### src/design/gdtu_pkg.sv
`timescale 1ns / 1ps
// ----------------------------------------------------------------------------
// gdtu_pkg
// Shared types and calendar constants for the receiver date/time to
// Unix seconds converter.
// ----------------------------------------------------------------------------
package gdtu_pkg;

    localparam int unsigned DigitW       = 4;
    localparam int unsigned SecW         = 32;
    localparam logic [SecW-1:0] Epoch2000Seconds = 32'd946684800;
    localparam logic [SecW-1:0] SecondsPerDay    = 32'd86400;
    localparam logic [SecW-1:0] SecondsPerYear   = 32'd31536000;
    localparam logic [7:0]      NumMonths        = 8'd12;
    localparam logic [7:0]      CenturyNoLeap    = 8'd100;

    // last field in the lowest bits
    typedef struct packed {
        logic [DigitW-1:0] second_units;
        logic [DigitW-1:0] second_tens;
        logic [DigitW-1:0] minute_units;
        logic [DigitW-1:0] minute_tens;
        logic [DigitW-1:0] hour_units;
        logic [DigitW-1:0] hour_tens;
        logic [DigitW-1:0] year_units;
        logic [DigitW-1:0] year_tens;
        logic [DigitW-1:0] month_units;
        logic [DigitW-1:0] month_tens;
        logic [DigitW-1:0] day_units;
        logic [DigitW-1:0] day_tens;
    } date_time_t;

    typedef struct packed {
        logic            bad_month;
        logic [SecW-1:0] unix_seconds;
    } result_t;

    // cumulative days before a month, month 1..12
    function automatic logic [8:0] days_before_month(input logic [3:0] month);
        logic [8:0] d;
        case (month)
            4'd1:    d = 9'd0;
            4'd2:    d = 9'd31;
            4'd3:    d = 9'd59;
            4'd4:    d = 9'd90;
            4'd5:    d = 9'd120;
            4'd6:    d = 9'd151;
            4'd7:    d = 9'd181;
            4'd8:    d = 9'd212;
            4'd9:    d = 9'd243;
            4'd10:   d = 9'd273;
            4'd11:   d = 9'd304;
            4'd12:   d = 9'd334;
            default: d = 9'd0;
        endcase
        return d;
    endfunction

endpackage

### src/design/gnss_date_time_to_unix_seconds.sv
`timescale 1ns / 1ps
// ----------------------------------------------------------------------------
// gnss_date_time_to_unix_seconds
// Path: input register, conversion logic, result register; an accepted item
//   is offered on the output once it is captured in the result register.
// Throughput: one item per cycle while m_tready allows; single conversion stage.
// Reset: synchronous active-low aresetn clears both valid flags; no other state.
// ----------------------------------------------------------------------------
module gnss_date_time_to_unix_seconds
    import gdtu_pkg::*;
(
    input  logic        aclk,
    input  logic        aresetn,
    input  logic        s_tvalid,
    output logic        s_tready,
    // day_tens, day_units, month_tens, month_units, year_tens, year_units,
    // hour_tens, hour_units, minute_tens, minute_units, second_tens,
    // second_units; 4 bits each from bit 0 up
    input  logic [47:0] s_tdata,
    output logic        m_tvalid,
    input  logic        m_tready,
    // unix_seconds
    output logic [31:0] m_tdata,
    // bad_month
    output logic        m_tuser
);

    date_time_t in_item_reg;
    logic       in_valid_reg;
    result_t    out_item_reg;
    logic       out_valid_reg;
    result_t    conv_result;
    logic       advance;

    gdtu_convert u_convert (
        .item_in    (in_item_reg),
        .result_out (conv_result)
    );

    assign advance  = !out_valid_reg || m_tready;
    assign s_tready = !in_valid_reg || advance;

    always_ff @(posedge aclk) begin
        if (!aresetn) begin
            in_valid_reg  <= 1'b0;
            out_valid_reg <= 1'b0;
        end else begin
            if (s_tready) begin
                in_valid_reg <= s_tvalid;
            end
            if (advance) begin
                out_valid_reg <= in_valid_reg;
            end
        end
    end

    always_ff @(posedge aclk) begin
        if (s_tready && s_tvalid) begin
            in_item_reg <= date_time_t'(s_tdata);
        end
        if (advance && in_valid_reg) begin
            out_item_reg <= conv_result;
        end
    end

    assign m_tvalid = out_valid_reg;
    assign m_tdata  = out_item_reg.unix_seconds;
    assign m_tuser  = out_item_reg.bad_month;

    a_accept_loads: assert property (@(posedge aclk) disable iff (!aresetn)
        s_tvalid && s_tready |=> in_valid_reg)
        else $error("accepted item not held in input stage");

    a_ready_when_empty: assert property (@(posedge aclk) disable iff (!aresetn)
        !m_tvalid |-> s_tready)
        else $error("input stalled with empty result stage");

    a_stage_moves: assert property (@(posedge aclk) disable iff (!aresetn)
        in_valid_reg && !m_tvalid |=> m_tvalid)
        else $error("item did not reach result stage");

    a_reset_clears: assert property (@(posedge aclk)
        !aresetn |=> !m_tvalid && !in_valid_reg)
        else $error("valid flags not cleared by reset");

endmodule

### src/design/gdtu_convert.sv
`timescale 1ns / 1ps
// ----------------------------------------------------------------------------
// gdtu_convert
// Combinational conversion of twelve date/time digits into seconds since
// 1970-01-01, modulo 2^32, plus a bad month flag.
// ----------------------------------------------------------------------------
module gdtu_convert
    import gdtu_pkg::*;
(
    input  date_time_t item_in,
    output result_t    result_out
);

    logic [7:0]  day;
    logic [7:0]  month;
    logic [7:0]  years;
    logic        bad;
    logic [8:0]  month_off;
    logic [8:0]  years_p3;
    logic [6:0]  leaps;
    logic        leap_now;
    logic        leap_add;
    logic [10:0] small_days;
    logic [SecW-1:0] days_ext;
    logic [SecW-1:0] day_secs;
    logic [SecW-1:0] year_secs;
    logic [SecW-1:0] hms_secs;

    always_comb begin
        day   = 8'(item_in.day_tens)   * 8'd10 + 8'(item_in.day_units);
        month = 8'(item_in.month_tens) * 8'd10 + 8'(item_in.month_units);
        years = 8'(item_in.year_tens)  * 8'd10 + 8'(item_in.year_units);

        bad       = (month == 8'd0) || (month > NumMonths);
        month_off = bad ? 9'd0 : days_before_month(month[3:0]);

        // leap years in [2000, 2000+years-1]; 2100 is the only century skipped
        years_p3 = 9'(years) + 9'd3;
        leaps    = 7'(years_p3 >> 2) - 7'(years > CenturyNoLeap);
        leap_now = (years[1:0] == 2'b00) && (years != CenturyNoLeap);
        leap_add = leap_now && (month != 8'd1) && (month != 8'd2);

        // day zero gives -1
        small_days = 11'(day) - 11'd1 + 11'(month_off) + 11'(leaps) + 11'(leap_add);
        days_ext   = {{(SecW-11){small_days[10]}}, small_days};

        day_secs  = days_ext * SecondsPerDay;
        year_secs = SecW'(years) * SecondsPerYear;
        hms_secs  = 32'(item_in.hour_tens)    * 32'd36000
                  + 32'(item_in.hour_units)   * 32'd3600
                  + 32'(item_in.minute_tens)  * 32'd600
                  + 32'(item_in.minute_units) * 32'd60
                  + 32'(item_in.second_tens)  * 32'd10
                  + 32'(item_in.second_units);

        result_out.unix_seconds = Epoch2000Seconds + day_secs + year_secs + hms_secs;
        result_out.bad_month    = bad;
    end

endmodule

### config.mk
export PLATFORM = sky130hd
export DESIGN_NAME = gnss_date_time_to_unix_seconds
export DESIGN_NICKNAME = d
export VERILOG_FILES = /design/src/design/gdtu_pkg.sv /design/src/design/gnss_date_time_to_unix_seconds.sv /design/src/design/gdtu_convert.sv
export SDC_FILE = /design/constraint.sdc
export NUM_CORES = 1
export LEC_CHECK = 0
export BUFFER_PORTS_ARGS = -buffer_cell sky130_fd_sc_hd__buf_2
export CAP_MARGIN = 0
export CELL_PAD_IN_SITES_DETAIL_PLACEMENT = 1
export CELL_PAD_IN_SITES_GLOBAL_PLACEMENT = 1
export CORE_UTILIZATION = 51
export DETAILED_ROUTE_END_ITERATION = 16
export GPL_TIMING_DRIVEN = 1
export PLACE_DENSITY = 0.82
export REMOVE_ABC_BUFFERS = 1
export SYNTH_ARGS = -nofsm -noshare
export SYNTH_HDL_FRONTEND = slang
export SYNTH_SLANG_ARGS = --single-unit
### constraint.sdc
create_clock -name aclk -period 15.8 [get_ports aclk]
set_input_delay 2.37 -clock aclk [delete_from_list [all_inputs] [get_ports aclk]]
set_output_delay 2.37 -clock aclk [all_outputs]
set_load 0.01 [all_outputs]
==> impl_results.md <==
- Slew @ Worst Pin: 1160 ps
- GRT Overall Usage: 25.9%
- Clock latency on the worst-skew pair: 360 ps
- Cell Rows: 60
- Cell count after synthesis: 1418
- Final setup violation count: 0
- Mean post-synth cell area: 10.0 um^2
- Worst path required time: 15900 ps
- Antenna Nets Post-Route: 0
- Final worst path period share: 87.1%
- CTS root buf: clkbuf_16
- Initial antenna violation count: 0
- Post-synthesis sequential area ratio: 17.4%
- RSZ-0062 raised after global routing: no
- Diodes inserted: 0
- Cell area after synthesis: 0.0142 mm^2
- Ys async rst share: 0%
- Bufs and invs on worst path: 6
- CP dominant cell by count: ha_1
- Placed insts: 1873
- Core area: 0.0272 mm^2
- Worst-path fanout max: 10
- Vias: 10600
- Drt total wl: 35500 um
- Pin count of the biggest net entering global routing: 49
- Largest register FFs: 48
- H-tree depth: 3
- Area share of the leading cell type in the synthesized netlist: 30.8%
- Post-DP HPWL: 29400 um
- RePlAce Congestion: 0.860
- Post-CTS resize count: 0
- Die area: 0.0286 mm^2
- CTS clk-pin slew, worst paths: 80 ps
- Initial Util: 52.4%
- Multi-input logic area: 0.0108 mm^2
- DR DRC count: 0
- Fin Hold WS: 444 ps
- Ports: 87
- Global-route wire length before repair: 58700 um
- YS warnings: 0
- Worst Setup End Kind: flip-flop
- Setup ws final: 2050 ps
- Layout area overhead: 8.50%
- Count of input and output buffers: 86
- MaxCap Viol Count: 0
- Worst Hold Class: reg2reg
- WL per Instance: 18.8 um
- Critical Path Start Type: flip-flop
- Crit-path max cell delay: 800 ps
- Clk_skew: 10.9 ps
- Largest cells by area after synthesis: ha_1, edfxtp_1, fa_1
- Max-slew headroom: 23.0%
- CTS buffer count: 9
- # fillers: 3146
- Setup TNS: 0 ps
- Crit-path slowest cell: xor2_1
- Nets: 2027
- CP Class: reg2reg
- CP Data Arrival Time: 13860 ps
- Post-CTS Setup Repair Bufs: 0
- CP delay by family, top: adder cells
- Number of synthesized flops with an enable pin: 81
- Vias in the first global route: 11900
- FMAX: 0.0727 GHz
- Total gr overflow: 0
- CTS tree: built
- Die width: 169 um
- Yosys reg bits: 83
- Hold Vio Cnt, Final: 0
- Drt first pass iters: 4
- Longest Clk Path Bufs: 2
- CTS Hold Bufs: 0
- Share of layout cells above drive strength 1: 8.31%
- Die Y: 169 um
- FF+latch area: 0.00247 mm^2
- Leading area contributor after synthesis: ha_1
- Non-Filler Instances: 1889
- Vias per Instance: 5.64
- Clock Sinks: 83
- Main synth FF type: edfxtp_1
- DR iter-0 viols: 436
- Pre-CTS WS: 2060 ps
- Final worst path period need: 13750 ps
- Status: finished clean
- Pins Over Slew Limit: 0
- Synth cell types: 69
[worst reg2reg max path: cells and delay by family, from the launching register on]
kind            cells  cell delay, ps
buf+inv             6             580
compound gates     15            3210
xor+xnor            5            1700
mux                 1             220
simple gates        6            1100
fa+ha+maj          18            6200
flops               1             480
[synth_stat cells (all sizes together), types with 6 or more instances]
library cell / n
nand2: 46
nor3: 20
edfxtp: 81
or3: 8
xor2: 56
o31ai: 6
nor2b: 19
ha: 350
inv: 236
a31o: 6
a211oi: 10
or2: 6
nand2b: 15
a31oi: 13
fa: 113
nand3: 18
o21bai: 14
and3: 9
o21a: 12
a21o: 34
xnor2: 94
a21oi: 72
nor2: 57
nor4: 6
o21ai: 42
[worst paths after layout]
check,startpoint,to,slack (ps),cells after the start
worst max-delay path,in_item_reg[19],m_tdata[31],2050,51
worst min-delay path,in_item_reg[44],m_tdata[0],440,0
worst max register to register,in_item_reg[19],m_tdata[31],2050,51
worst min register to register,in_item_reg[44],m_tdata[0],440,0
[cells in the final DEF, fill, tap and decap left out, types with 3 or more instances in the layout]
cell       count
a21o_1        34
a211oi_1       9
fa_1         113
nor4_1         5
nor2_1        57
o21a_1        12
a2bb2oi_1      4
ha_1         350
mux2i_1        4
a31o_2         5
buf_2         86
inv_1        236
a311oi_1       3
nor2b_1       18
nand2_1       46
nand4_1        3
o21ai_0       41
buf_4          3
or3_1          8
nor3_1        20
edfxtp_1      81
and2_1         4
o21bai_1      14
a31oi_1       13
o41ai_1        4
and3_1         9
o22ai_1        3
xnor2_1       93
nand2b_1      15
a21oi_1       71
clkbuf_16      9
xor2_1        56
nand3_1       18
or2_2          6
o31ai_1        6
[stage by stage]
stage | util (%) | cell area (um^2)
finish | 56.8 | 15400
global placement | 55.6 | 15100
global route | 56.8 | 15400
detailed placement | 55.6 | 15100
floorplan | - | 14200
CTS | 56.8 | 15400
[logic make-up after synthesis]
logic type	share of synthesized area [%]
buffers and inverters	6.57
multiplexers	0.440
XOR/XNOR	9.39
AND/OR/NAND/NOR	7.89
flip-flops	17.4
AO/OA/AOI/OAI	11.7
adder cells (fa/ha/maj)	46.7
[per-layer routing]
| layer | share of wire (%) | vias up | GRT usage, % | routed length [um] |
|---|---|---|---|---|
| met5 | 0 | - | 0 | 0 |
| met4 | 3.4 | 0 | 10.5 | 1210 |
| met3 | 2.1 | 69 | 2.71 | 762 |
| met2 | 54 | 145 | 49.9 | 19300 |
| met1 | 40 | 5349 | 28.9 | 14200 |
| li1 | - | 5083 | - | - |
[final cells by class]
class	instances	share of cell area, %
Timing Repair Buffer	89	2.93
Inverter	236	5.74
Clock buffer	9	1.46
Tap cell	372	3.01
Multi-Input combinational cell	1093	70.2
Clock inverter	7	0.640
Sequential cell	83	16.0
Power is left out: the tool's default activity adds up to more than one toggle a clock period on the data nets, which glitch-free logic cannot reach.
